## src/sv/els_pkg.sv

```systemverilog
// ---------------------------------------------------------------------------
// els_pkg
// Shared widths, constants and register codes of the echo level smoother.
// ---------------------------------------------------------------------------
`default_nettype none

package els_pkg;

	// field widths
	localparam int WIDTH_W = 19;
	localparam int DIST_W  = 16;
	localparam int PCT_W   = 7;

	// echo time to distance: microseconds per cm, out and back
	localparam int US_PER_CM  = 29;
	localparam int ROUND_TRIP = 2;
	localparam int ECHO_DIV   = US_PER_CM * ROUND_TRIP;

	// percent scale
	localparam int PCT_FULL = 100;

	// scaled numerator (distance offset times 100) width
	localparam int NUM_W = DIST_W + PCT_W;

	// ring depth default
	localparam int NUM_SAMPLES_DEF = 8;

	// configuration registers
	localparam int CFG_IDX_W = 1;
	localparam logic [CFG_IDX_W-1:0] REG_FULL  = 1'd0;
	localparam logic [CFG_IDX_W-1:0] REG_EMPTY = 1'd1;

	localparam logic [DIST_W-1:0] FULL_RESET  = 16'd255;
	localparam logic [DIST_W-1:0] EMPTY_RESET = 16'd0;

	// update modes
	localparam logic OP_NORMAL = 1'b0;
	localparam logic OP_FAST   = 1'b1;

endpackage

`default_nettype wire

```

## src/sv/echo_level_percent_smoother.sv

```systemverilog
// ---------------------------------------------------------------------------
// echo_level_percent_smoother
// Converts an echo width to a level percentage and keeps a moving average.
// ---------------------------------------------------------------------------
//
//  channel  | handshake            | payload
//  ---------+----------------------+----------------------------------------
//  in       | in_valid / in_ready  | operation, echo_width_us
//  out      | out_valid/ out_ready | smoothed_percent, instant_percent
//  cfg      | cfg_valid/ cfg_ready | cfg_index, cfg_data
//
//  One word at a time. A normal update runs the divide by 58, the clamp,
//  the scaling divide (skipped when full_distance >= empty_distance), the
//  ring write and the mean divide; a fast update fills the whole ring. The
//  divide by 58 is bit-serial; the two 7-step quotient loops share one divider.
//  After reset the ring reads as zero through per-entry valid bits.
//  The next word is taken while a finished result waits on out_ready.
//
`default_nettype none

module echo_level_percent_smoother #(
	parameter int NUM_SAMPLES = els_pkg::NUM_SAMPLES_DEF
) (
	input  wire logic                          clk,
	input  wire logic                          arst_n,
	// input words
	input  wire logic                          in_valid,
	output logic                               in_ready,
	input  wire logic                          operation,
	input  wire logic [els_pkg::WIDTH_W-1:0]   echo_width_us,
	// result words
	output logic                               out_valid,
	input  wire logic                          out_ready,
	output logic [els_pkg::PCT_W-1:0]          smoothed_percent,
	output logic [els_pkg::PCT_W-1:0]          instant_percent,
	// configuration writes
	input  wire logic                          cfg_valid,
	output logic                               cfg_ready,
	input  wire logic [els_pkg::CFG_IDX_W-1:0] cfg_index,
	input  wire logic [els_pkg::DIST_W-1:0]    cfg_data
);
	import els_pkg::*;

	localparam int IDX_W  = (NUM_SAMPLES > 1) ? $clog2(NUM_SAMPLES) : 1;
	localparam int SUM_W  = $clog2(PCT_FULL * NUM_SAMPLES + 1);
	localparam int REM_W  = (SUM_W > NUM_W) ? SUM_W : NUM_W;
	localparam int CNT_W  = $clog2(WIDTH_W);
	localparam int STEP_W = $clog2(PCT_W);
	localparam int WREM_W = $clog2(ECHO_DIV);

	typedef enum logic [3:0] {
		S_IDLE, S_DIST, S_CLAMP, S_SCALE, S_PDIV,
		S_RING, S_FILL, S_MLOAD, S_MDIV, S_DONE
	} state_t;

	state_t                 state_q;
	logic                   op_q;
	logic [WIDTH_W-1:0]     wsh_q;
	logic [WREM_W-1:0]      wrem_q;
	logic [CNT_W-1:0]       cnt_q;
	logic [DIST_W-1:0]      x_q;
	logic [DIST_W-1:0]      dvs_q;
	logic [REM_W-1:0]       rem_q;
	logic [PCT_W-1:0]       quot_q;
	logic [STEP_W-1:0]      step_q;
	logic [PCT_W-1:0]       pct_q;
	logic [PCT_W-1:0]       mean_q;
	logic [SUM_W-1:0]       sum_q;
	logic [IDX_W-1:0]       wi_q;
	logic [IDX_W-1:0]       fill_q;
	logic [NUM_SAMPLES-1:0] valid_q;
	logic [PCT_W-1:0]       rd_q;
	logic [DIST_W-1:0]      full_q;
	logic [DIST_W-1:0]      empty_q;
	logic                   out_valid_q;
	logic [PCT_W-1:0]       smoothed_q;
	logic [PCT_W-1:0]       instant_q;

	logic [PCT_W-1:0] ring_mem [NUM_SAMPLES];

	// handshake outputs
	assign in_ready         = (state_q == S_IDLE);
	assign cfg_ready        = 1'b1;
	assign out_valid        = out_valid_q;
	assign smoothed_percent = smoothed_q;
	assign instant_percent  = instant_q;

	// one step of the divide by 58, dividend bits leave the top of wsh_q
	logic [WREM_W:0] w_trial;
	logic            w_ge;
	logic [WREM_W:0] w_diff;
	assign w_trial = {wrem_q, wsh_q[WIDTH_W-1]};
	assign w_ge    = (w_trial >= (WREM_W+1)'(ECHO_DIV));
	assign w_diff  = w_trial - (WREM_W+1)'(ECHO_DIV);

	// clamp of the distance into full..empty
	logic [WIDTH_W-1:0] lo_e;
	logic [WIDTH_W-1:0] hi_e;
	logic [WIDTH_W-1:0] d_clamp;
	logic               d_below;
	assign lo_e    = WIDTH_W'(full_q);
	assign hi_e    = WIDTH_W'(empty_q);
	assign d_below = (wsh_q < lo_e);
	always_comb begin
		if (d_below) begin
			d_clamp = lo_e;
		end else if (wsh_q > hi_e) begin
			d_clamp = hi_e;
		end else begin
			d_clamp = wsh_q;
		end
	end

	// scaled numerator, offset times 100
	logic [NUM_W-1:0] num;
	assign num = NUM_W'(x_q) * NUM_W'(PCT_FULL);

	// shared quotient step, one bit of a 7-bit quotient per cycle
	logic [REM_W-1:0] dvs_sh;
	logic             q_ge;
	logic [PCT_W-1:0] q_next;
	assign dvs_sh = REM_W'(dvs_q) << step_q;
	assign q_ge   = (rem_q >= dvs_sh);
	assign q_next = {quot_q[PCT_W-2:0], q_ge};

	// ring slot being replaced by a normal update
	logic [PCT_W-1:0] old_pct;
	assign old_pct = valid_q[wi_q] ? rd_q : '0;

	// ring memory write port
	logic             mem_we;
	logic [IDX_W-1:0] mem_addr;
	always_comb begin
		mem_we   = 1'b0;
		mem_addr = wi_q;
		if (state_q == S_RING && op_q == OP_NORMAL) begin
			mem_we = 1'b1;
		end else if (state_q == S_FILL) begin
			mem_we   = 1'b1;
			mem_addr = fill_q;
		end
	end

	// ring memory, registered read at the write index
	always_ff @(posedge clk) begin
		if (mem_we) begin
			ring_mem[mem_addr] <= pct_q;
		end
		rd_q <= ring_mem[wi_q];
	end

	// configuration registers
	always_ff @(posedge clk or negedge arst_n) begin
		if (!arst_n) begin
			full_q  <= FULL_RESET;
			empty_q <= EMPTY_RESET;
		end else if (cfg_valid && cfg_ready) begin
			unique case (cfg_index)
				REG_FULL:  full_q  <= cfg_data;
				REG_EMPTY: empty_q <= cfg_data;
				default:   ;
			endcase
		end
	end

	// sequencer and result register
	always_ff @(posedge clk or negedge arst_n) begin
		if (!arst_n) begin
			state_q     <= S_IDLE;
			wi_q        <= '0;
			valid_q     <= '0;
			sum_q       <= '0;
			out_valid_q <= 1'b0;
			op_q        <= OP_NORMAL;
			cnt_q       <= '0;
			step_q      <= '0;
			fill_q      <= '0;
			wsh_q       <= '0;
			wrem_q      <= '0;
			x_q         <= '0;
			dvs_q       <= '0;
			rem_q       <= '0;
			quot_q      <= '0;
			pct_q       <= '0;
			mean_q      <= '0;
			smoothed_q  <= '0;
			instant_q   <= '0;
		end else begin
			// result taken, unless a new one is loaded below
			if (out_valid_q && out_ready && state_q != S_DONE) begin
				out_valid_q <= 1'b0;
			end
			unique case (state_q)
				S_IDLE: begin
					if (in_valid) begin
						op_q    <= operation;
						wsh_q   <= echo_width_us;
						wrem_q  <= '0;
						cnt_q   <= CNT_W'(WIDTH_W - 1);
						state_q <= S_DIST;
					end
				end
				S_DIST: begin
					wrem_q <= w_ge ? w_diff[WREM_W-1:0] : w_trial[WREM_W-1:0];
					wsh_q  <= {wsh_q[WIDTH_W-2:0], w_ge};
					cnt_q  <= cnt_q - 1'b1;
					if (cnt_q == '0) begin
						state_q <= S_CLAMP;
					end
				end
				S_CLAMP: begin
					if (full_q == empty_q) begin
						pct_q   <= PCT_W'(PCT_FULL);
						state_q <= S_RING;
					end else if (full_q > empty_q) begin
						// reversed range: anything at or past full reads as empty
						pct_q   <= d_below ? PCT_W'(PCT_FULL) : '0;
						state_q <= S_RING;
					end else begin
						x_q     <= d_clamp[DIST_W-1:0] - full_q;
						dvs_q   <= empty_q - full_q;
						state_q <= S_SCALE;
					end
				end
				S_SCALE: begin
					rem_q   <= REM_W'(num);
					quot_q  <= '0;
					step_q  <= STEP_W'(PCT_W - 1);
					state_q <= S_PDIV;
				end
				S_PDIV: begin
					if (q_ge) begin
						rem_q <= rem_q - dvs_sh;
					end
					quot_q <= q_next;
					step_q <= step_q - 1'b1;
					if (step_q == '0) begin
						pct_q   <= PCT_W'(PCT_FULL) - q_next;
						state_q <= S_RING;
					end
				end
				S_RING: begin
					if (op_q == OP_FAST) begin
						fill_q  <= '0;
						sum_q   <= '0;
						state_q <= S_FILL;
					end else begin
						sum_q          <= sum_q - SUM_W'(old_pct) + SUM_W'(pct_q);
						valid_q[wi_q]  <= 1'b1;
						wi_q           <= (wi_q == IDX_W'(NUM_SAMPLES - 1)) ? '0 : wi_q + 1'b1;
						state_q        <= S_MLOAD;
					end
				end
				S_FILL: begin
					valid_q[fill_q] <= 1'b1;
					sum_q           <= sum_q + SUM_W'(pct_q);
					fill_q          <= fill_q + 1'b1;
					if (fill_q == IDX_W'(NUM_SAMPLES - 1)) begin
						state_q <= S_MLOAD;
					end
				end
				S_MLOAD: begin
					rem_q   <= REM_W'(sum_q);
					dvs_q   <= DIST_W'(NUM_SAMPLES);
					quot_q  <= '0;
					step_q  <= STEP_W'(PCT_W - 1);
					state_q <= S_MDIV;
				end
				S_MDIV: begin
					if (q_ge) begin
						rem_q <= rem_q - dvs_sh;
					end
					quot_q <= q_next;
					step_q <= step_q - 1'b1;
					if (step_q == '0) begin
						mean_q  <= q_next;
						state_q <= S_DONE;
					end
				end
				S_DONE: begin
					if (!out_valid_q || out_ready) begin
						out_valid_q <= 1'b1;
						smoothed_q  <= mean_q;
						instant_q   <= pct_q;
						state_q     <= S_IDLE;
					end
				end
				default: state_q <= S_IDLE;
			endcase
		end
	end

	// write index stays inside the ring
	a_wi_range: assert property (@(posedge clk) disable iff (!arst_n)
		wi_q <= IDX_W'(NUM_SAMPLES - 1))
		else $error("write index outside ring");

	// running sum never exceeds a full ring of 100s
	a_sum_range: assert property (@(posedge clk) disable iff (!arst_n)
		state_q == S_MLOAD |-> sum_q <= SUM_W'(PCT_FULL * NUM_SAMPLES))
		else $error("ring sum out of range");

	// percentage settled before the ring update
	a_pct_range: assert property (@(posedge clk) disable iff (!arst_n)
		state_q == S_RING |-> pct_q <= PCT_W'(PCT_FULL))
		else $error("percentage above 100");

	// a result appears only from the final state
	a_out_src: assert property (@(posedge clk) disable iff (!arst_n)
		$rose(out_valid_q) |-> $past(state_q == S_DONE))
		else $error("result loaded outside done state");

	// mean of percentages stays a percentage
	a_mean_range: assert property (@(posedge clk) disable iff (!arst_n)
		out_valid_q |-> smoothed_q <= PCT_W'(PCT_FULL))
		else $error("smoothed percentage above 100");

endmodule

`default_nettype wire

```

## config.mk

```make
export PLATFORM = sky130hd
export DESIGN_NAME = echo_level_percent_smoother
export DESIGN_NICKNAME = d
export VERILOG_FILES = /design/src/sv/els_pkg.sv /design/src/sv/echo_level_percent_smoother.sv
export SDC_FILE = /design/constraint.sdc
export NUM_CORES = 1
export LEC_CHECK = 0
export ABC_CLOCK_PERIOD_IN_PS = 9450
export BUFFER_PORTS_ARGS = -buffer_cell sky130_fd_sc_hd__buf_2
export CAP_MARGIN = 20
export CORE_ASPECT_RATIO = 1.2
export CORE_UTILIZATION = 25
export DETAILED_ROUTE_END_ITERATION = 16
export PLACE_DENSITY_LB_ADDON = 0.15
export SLEW_MARGIN = 20
export SYNTH_ARGS = -nofsm -noshare
export SYNTH_HDL_FRONTEND = slang
export SYNTH_SLANG_ARGS = --single-unit
```

## constraint.sdc

```tcl
create_clock -name clk -period 9.45 [get_ports clk]
set_input_delay 1.4175 -clock clk [delete_from_list [all_inputs] [get_ports clk]]
set_output_delay 1.4175 -clock clk [all_outputs]
set_load 0.05 [all_outputs]
```

# ---- Word-level counts from Yosys, hierarchy flattened
# Memory sizes are Yosys's and may differ from the RTL's. A register that Yosys moved wholly into a read port is not among the register bits.
# Index checks and enable logic that the tools add are counted.
# W data, S select, Z words.
dict set report word_totals {
  ramBits 56
  word_cells 162
  ff_bits 184
  memories 1
}
# memory depth width read_ports rd_ports_with_merged_regs wr line_no
set memory_table {}
lappend memory_table {ring_mem 8 7 1 1 1 echo_level_percent_smoother.sv:79} ;# logic [PCT_W-1:0] ring_mem [NUM_SAMPLES];
dict set report classes {
  shifts 1
  n_lt_le_gt_ge 9
  n_mux 54
  add_sub_neg 12
  n_mul 1
  n_eq_ne 25
  n_reduce_logical 32
  n_bitwise 6
}
# op count
set op_table {}
lappend op_table {{$pmux W23 S3} 1}
lappend op_table {{$mux W16} 4}
lappend op_table {{$pmux W4 S10} 1}
lappend op_table {{$pmux W19 S2} 1}
lappend op_table {{$mux W7} 5}
lappend op_table {{$pmux W16 S2} 1}
lappend op_table {{$sub A16 B16 Y16} 2}
lappend op_table {{$mux W4} 6}
lappend op_table {{$pmux W6 S2} 2}
lappend op_table {{$ge A23 B23 Y1} 1}
lappend op_table {{$mux W23} 1}
lappend op_table {{$shl A16 B3 Y23} 1}
lappend op_table {{$sub A23 B23 Y23} 1}
lappend op_table {{$mul A16 B5 Y21 const B} 1}
lappend op_table {{$add A10 B7 Y10} 2}
lappend op_table {{$pmux W10 S2} 1}
lappend op_table {{$reduce_and A2 Y1} 10}
lappend op_table {{$gt A19 B16 Y1} 1}
lappend op_table {{$lt A19 B16 Y1} 1}
lappend op_table {{$mux W19} 1}
lappend op_table {{$mux W3} 6}
lappend op_table {{$ne A2 B2 Y1 const B} 9}
lappend op_table {{$eq A16 B16 Y1} 1}
lappend op_table {{$eq A4 B3 Y1 const B} 4}
lappend op_table {{41 further kinds} 76}

# ---- Longest topological paths before layout
dict set report logic_depth {
  ltp_word 7
  ltp_mapped 23
}

# ---- Worst setup path after synthesis
# No wires, ideal clock.
dict set report synth_timing {
  path_type {flip-flop to flip-flop}
  from {register wsh_q[8]}
  to {register x_q[14]}
  setup_time_ns 0.125
  stages_incl_launch_ff 22
  slack_ns 4.911
  t_arrival_ns 4.414
  path_buffers 1
  path_cell_list {dfrtp_1 ha_1 a21o_1 a21o_1 a2111oi_0 o2111ai_1 nand3_1 buf_1 a21oi_1 nor2_1 a21oi_1 ha_1 fa_1 nor2b_1 o21ai_0 a21oi_1 o21ai_0 a21oi_1 a211oi_1 o41ai_1 xor2_1 mux2_2}
}
dict set report synth_via {
  elab_chain_len 4
  word_cells_on_any_way 5
}
# element line_no
set synth_rtl {}
lappend synth_rtl {{start: declaration} echo_level_percent_smoother.sv:58} ;# logic [WIDTH_W-1:0] wsh_q;
lappend synth_rtl {{start signal: assignment} echo_level_percent_smoother.sv:197} ;# wsh_q <= echo_width_us;
lappend synth_rtl {{start signal: assignment} echo_level_percent_smoother.sv:205} ;# wsh_q <= {wsh_q[WIDTH_W-2:0], w_ge};
lappend synth_rtl {{$gt A19 B16 Y1} echo_level_percent_smoother.sv:107} ;# end else if (wsh_q > hi_e) begin
lappend synth_rtl {{$mux W16} echo_level_percent_smoother.sv:107}
lappend synth_rtl {{$mux W16 (*)} echo_level_percent_smoother.sv:105} ;# if (d_below) begin
lappend synth_rtl {{$sub A16 B16 Y16 (*)} echo_level_percent_smoother.sv:220} ;# x_q <= d_clamp[DIST_W-1:0] - full_q;
lappend synth_rtl {{end signal: assignment} echo_level_percent_smoother.sv:220}
lappend synth_rtl {{end: declaration} echo_level_percent_smoother.sv:61} ;# logic [DIST_W-1:0] x_q;
# Every way passes the cells marked *; elsewhere a longest branch is shown, timed or not.
# A chain may end at the register's enable or synchronous reset.

# ---- Worst setup path in the final report
dict set report layout_timing {
  from {register wsh_q[8]}
  to {register x_q[15]}
}
# The elaborated chain is that of the path after synthesis.

==> run summary <==
status = finished clean
startpoint types = flop
Tmin final = 5040 ps
Static Leak = 0.00868 uW
r2r setup slk = 4410 ps
final wirelength = 49.8 mm
first-pass iteration count of the detailed router = 6
Starting Density = 25.3%
total global routing overflow = 0
worst-margin pin slew = 1050 ps
Avg WL per Cell = 18.1 um
CP arrival = 5500 ps
clk root buf = clkbuf_16
Hold WC Path Type = reg -> reg
vias post-DR = 13200
Worst-Skew Late Latency = 560 ps
Req. time, crit path = 9910 ps
CP Launch Point = wsh_q[8]
RSZ-0062 raised after global routing = false
CTS tree = built
Synth Net Count = 2017
Vias per Instance = 4.78
CTS buffer count = 34
#FFs+latches synth = 247
PD cells = 420 nW/um^2
crit path to = x_q[15]
number of synthesized flops with an enable pin = 56
Tcrit/Tclk final = 53.4%
Die Width = 240 um
clk sinks = 247
pin count of the biggest net entering global routing = 76
DIE AREA = 68900 um^2
most used cell, CP = o21ai_0
relative slew slack = 30.0%
CP cell instances = ha_1, a21o_1, a21o_1, a2111oi_0, o2111ai_1, nand3_1, a21oi_1, o21ai_0, ha_1, nor2b_1, o31ai_1, a31oi_1, a311o_1, nor3_1, o31a_1, o21ai_0, xor2_1, o21ai_0
final hold viol count = 0
antenna-violating nets left = 0
Syn Inst Count = 1788
area grow syn2layout = 14.2%
kind of critical path = reg -> reg
H-tree level count = 2
clk slew on worst S/H paths = 60 ps
Min Hold Slack = 466 ps
# IOs = 59
Post-DP HPWL = 37.8 mm
Post-CTS Setup Inserts = 0
register area share after synthesis = 37.9%
Synth Flop Type = dfrtp_1
Setup Viol. Count Final = 0
Max Cap Violations = 0
DRC = 0
clk_skew = 21.7 ps
CTS Hold Bufs = 0
Crit. path cell count = 18
row cnt = 104
PostCTS Resize Cnt = 0
synthesized cell area = 17000 um^2
CP Buf/Inv Count = 0
Slew Viols, Final = 0
CP endpoint kind = flop
initial DRC count = 662
VDD IR-drop max = 149 uV
setup TNS = 0 ps
syn_area_per_cell = 9.49 um^2
critical path's slowest cell = o31ai_1
max incr delay on CP = 570 ps
global-route wire length before repair = 79.2 mm
Buffers on Ports = 57
total core area = 67100 um^2
fmax = 198 MHz
share of layout cells above drive strength 1 = 12.0%
largest driver fanout on the critical path = 7
Max clock buf depth = 3
GRT Overall Usage = 14.8%
synth warn = 0
vias in the first global route = 13700
chip height = 287 um
CP delay by family, top = compound AO/OA/AOI/OAI gates
reg2reg path depth = 18
ant diodes = 0
antenna violations before repair = 0
r2r startpoint = wsh_q[8]
Placer Congestion = 0.823
Yosys cell types = 85
Nets = 2057
fill count = 7247
Design Power = 8140 uW
FF-to-FF End = x_q[15]
async set-reset flop share out of synthesis = 74.5%
[sequential cells by signal (all words and copies together) (netlist names), 3 cells and up]
name	cells
pct_q	7
instant_percent	7
step_q	3
mean_q	7
dvs_q	16
state_q	4
quot_q	6
cnt_q	5
x_q	16
empty_q	16
ring_mem	56
rem_q	23
sum_q	10
fill_q	3
smoothed_percent	7
wi_q	3
wrem_q	6
rd_q	7
wsh_q	19
full_q	16
valid_q	8
[worst min path at each step]
stage	startpoint	endpoint	slack (ps)	cells after the start
5_1_grt	valid_q[1]	valid_q[1]	490	1
6_report	valid_q[4]	valid_q[4]	470	1
4_1_cts	valid_q[4]	valid_q[4]	470	1
3_3_place_gp	valid_q[7]	valid_q[7]	450	1
3_5_place_dp	valid_q[4]	valid_q[4]	460	1
2_1_floorplan	valid_q[3]	valid_q[3]	430	1
[logic make-up (layout without fill, tap and decap cells)]
| logic type | after synthesis | count (layout) | synth area share (%) |
|---|---|---|---|
| AOI/OAI and AO/OA | 489 | 489 | 18.3 |
| and+or+nand+nor | 471 | 471 | 13.0 |
| DFF | 247 | 247 | 37.9 |
| buffers and inverters | 224 | 290 | 5.18 |
| adders and majority gates | 187 | 187 | 14.8 |
| muxes | 92 | 92 | 6.85 |
| xor gates and xnor gates | 77 | 77 | 3.98 |
| other | 1 | 1 | 0.0221 |
[cell usage after synthesis, drive strengths merged, types with 15 or more instances]
cell type / instances / area [um^2]
mux2i: 34 / 340
nand2b: 19 / 119
a31oi: 17 / 106
a21oi: 120 / 623
or2: 15 / 93.8
buf: 17 / 100
a22oi: 20 / 155
mux2: 44 / 507
nor3: 25 / 125
inv: 151 / 567
nor2: 131 / 492
nand3: 45 / 225
nor2b: 28 / 175
edfxtp: 56 / 1680
nand2: 146 / 548
fa: 22 / 440
o21ai: 163 / 816
xnor2: 44 / 385
ha: 165 / 2060
a21o: 43 / 323
xor2: 33 / 289
dfrtp: 176 / 4400
clkbuf: 55 / 208
o22ai: 20 / 125
[area by class of cell]
type	count	area (um^2)	area share, %
Multi-Input combinational cell	1317	9670	49.9
Sequential cell	247	6440	33.2
Tap cell	901	1130	5.82
Clock buffer	53	952	4.92
Inverter	152	571	2.95
Timing Repair Buffer	76	457	2.36
Clock inverter	9	161	0.833
[worst register-to-register path, stage by stage, from the launching register on]
cell and delay (ps):
dfrtp_1 430, ha_1 330, a21o_1 180, a21o_1 170
a2111oi_0 520, o2111ai_1 180, nand3_1 270, a21oi_1 110
o21ai_0 230, ha_1 280, nor2b_1 140, o31ai_1 570
a31oi_1 250, a311o_1 440, nor3_1 220, o31a_1 210
o21ai_0 110, xor2_1 170, o21ai_0 150
[through the flow]
| step | utilization, % | instance area, um^2 | cells | setup WS [ps] |
|---|---|---|---|---|
| finish | 28.8 | 19400 | 2755 | 4410 |
| global route | 28.8 | 19400 | 2755 | 3830 |
| CTS | 28.8 | 19300 | 2754 | 4320 |
| detailed placement | 27.1 | 18200 | 2692 | 4370 |
| global placement | 27.1 | 18200 | 2692 | 4530 |
| floorplan | - | 17000 | 1788 | 4910 |
[cells in the final DEF (no fill, tap or decap), drive strengths merged, types with 22 or more instances in the layout]
cell type / synthesis / routed
mux2i: 34 / 34
a21o: 43 / 43
nor3: 25 / 25
o21ai: 163 / 163
nand2: 146 / 146
inv: 151 / 153
xnor2: 44 / 44
nor2: 131 / 131
xor2: 33 / 33
fa: 22 / 22
a21oi: 120 / 120
nor2b: 28 / 28
mux2: 44 / 44
ha: 165 / 165
dfrtp: 176 / 176
buf: 17 / 75
nand3: 45 / 45
edfxtp: 56 / 56
clkbuf: 55 / 54
[power by group]
part | switching [uW] | total [uW] | leakage [uW] | internal, uW
logic | 2900 | 4990 | 0.00532 | 2090
registers | 399 | 1840 | 0.00283 | 1440
clock network | 516 | 1300 | 0.000535 | 784
[metal layers]
| layer | up-vias | global-route usage [%] | wire (um) |
|---|---|---|---|
| li1 | 6473 | - | - |
| met1 | 6450 | 17.7 | 21200 |
| met2 | 200 | 27.9 | 26400 |
| met3 | 57 | 1.84 | 1370 |
| met4 | 0 | 3.43 | 814 |
| met5 | - | 0 | 0 |
Note: power is estimated with default switching activity, not from simulation.
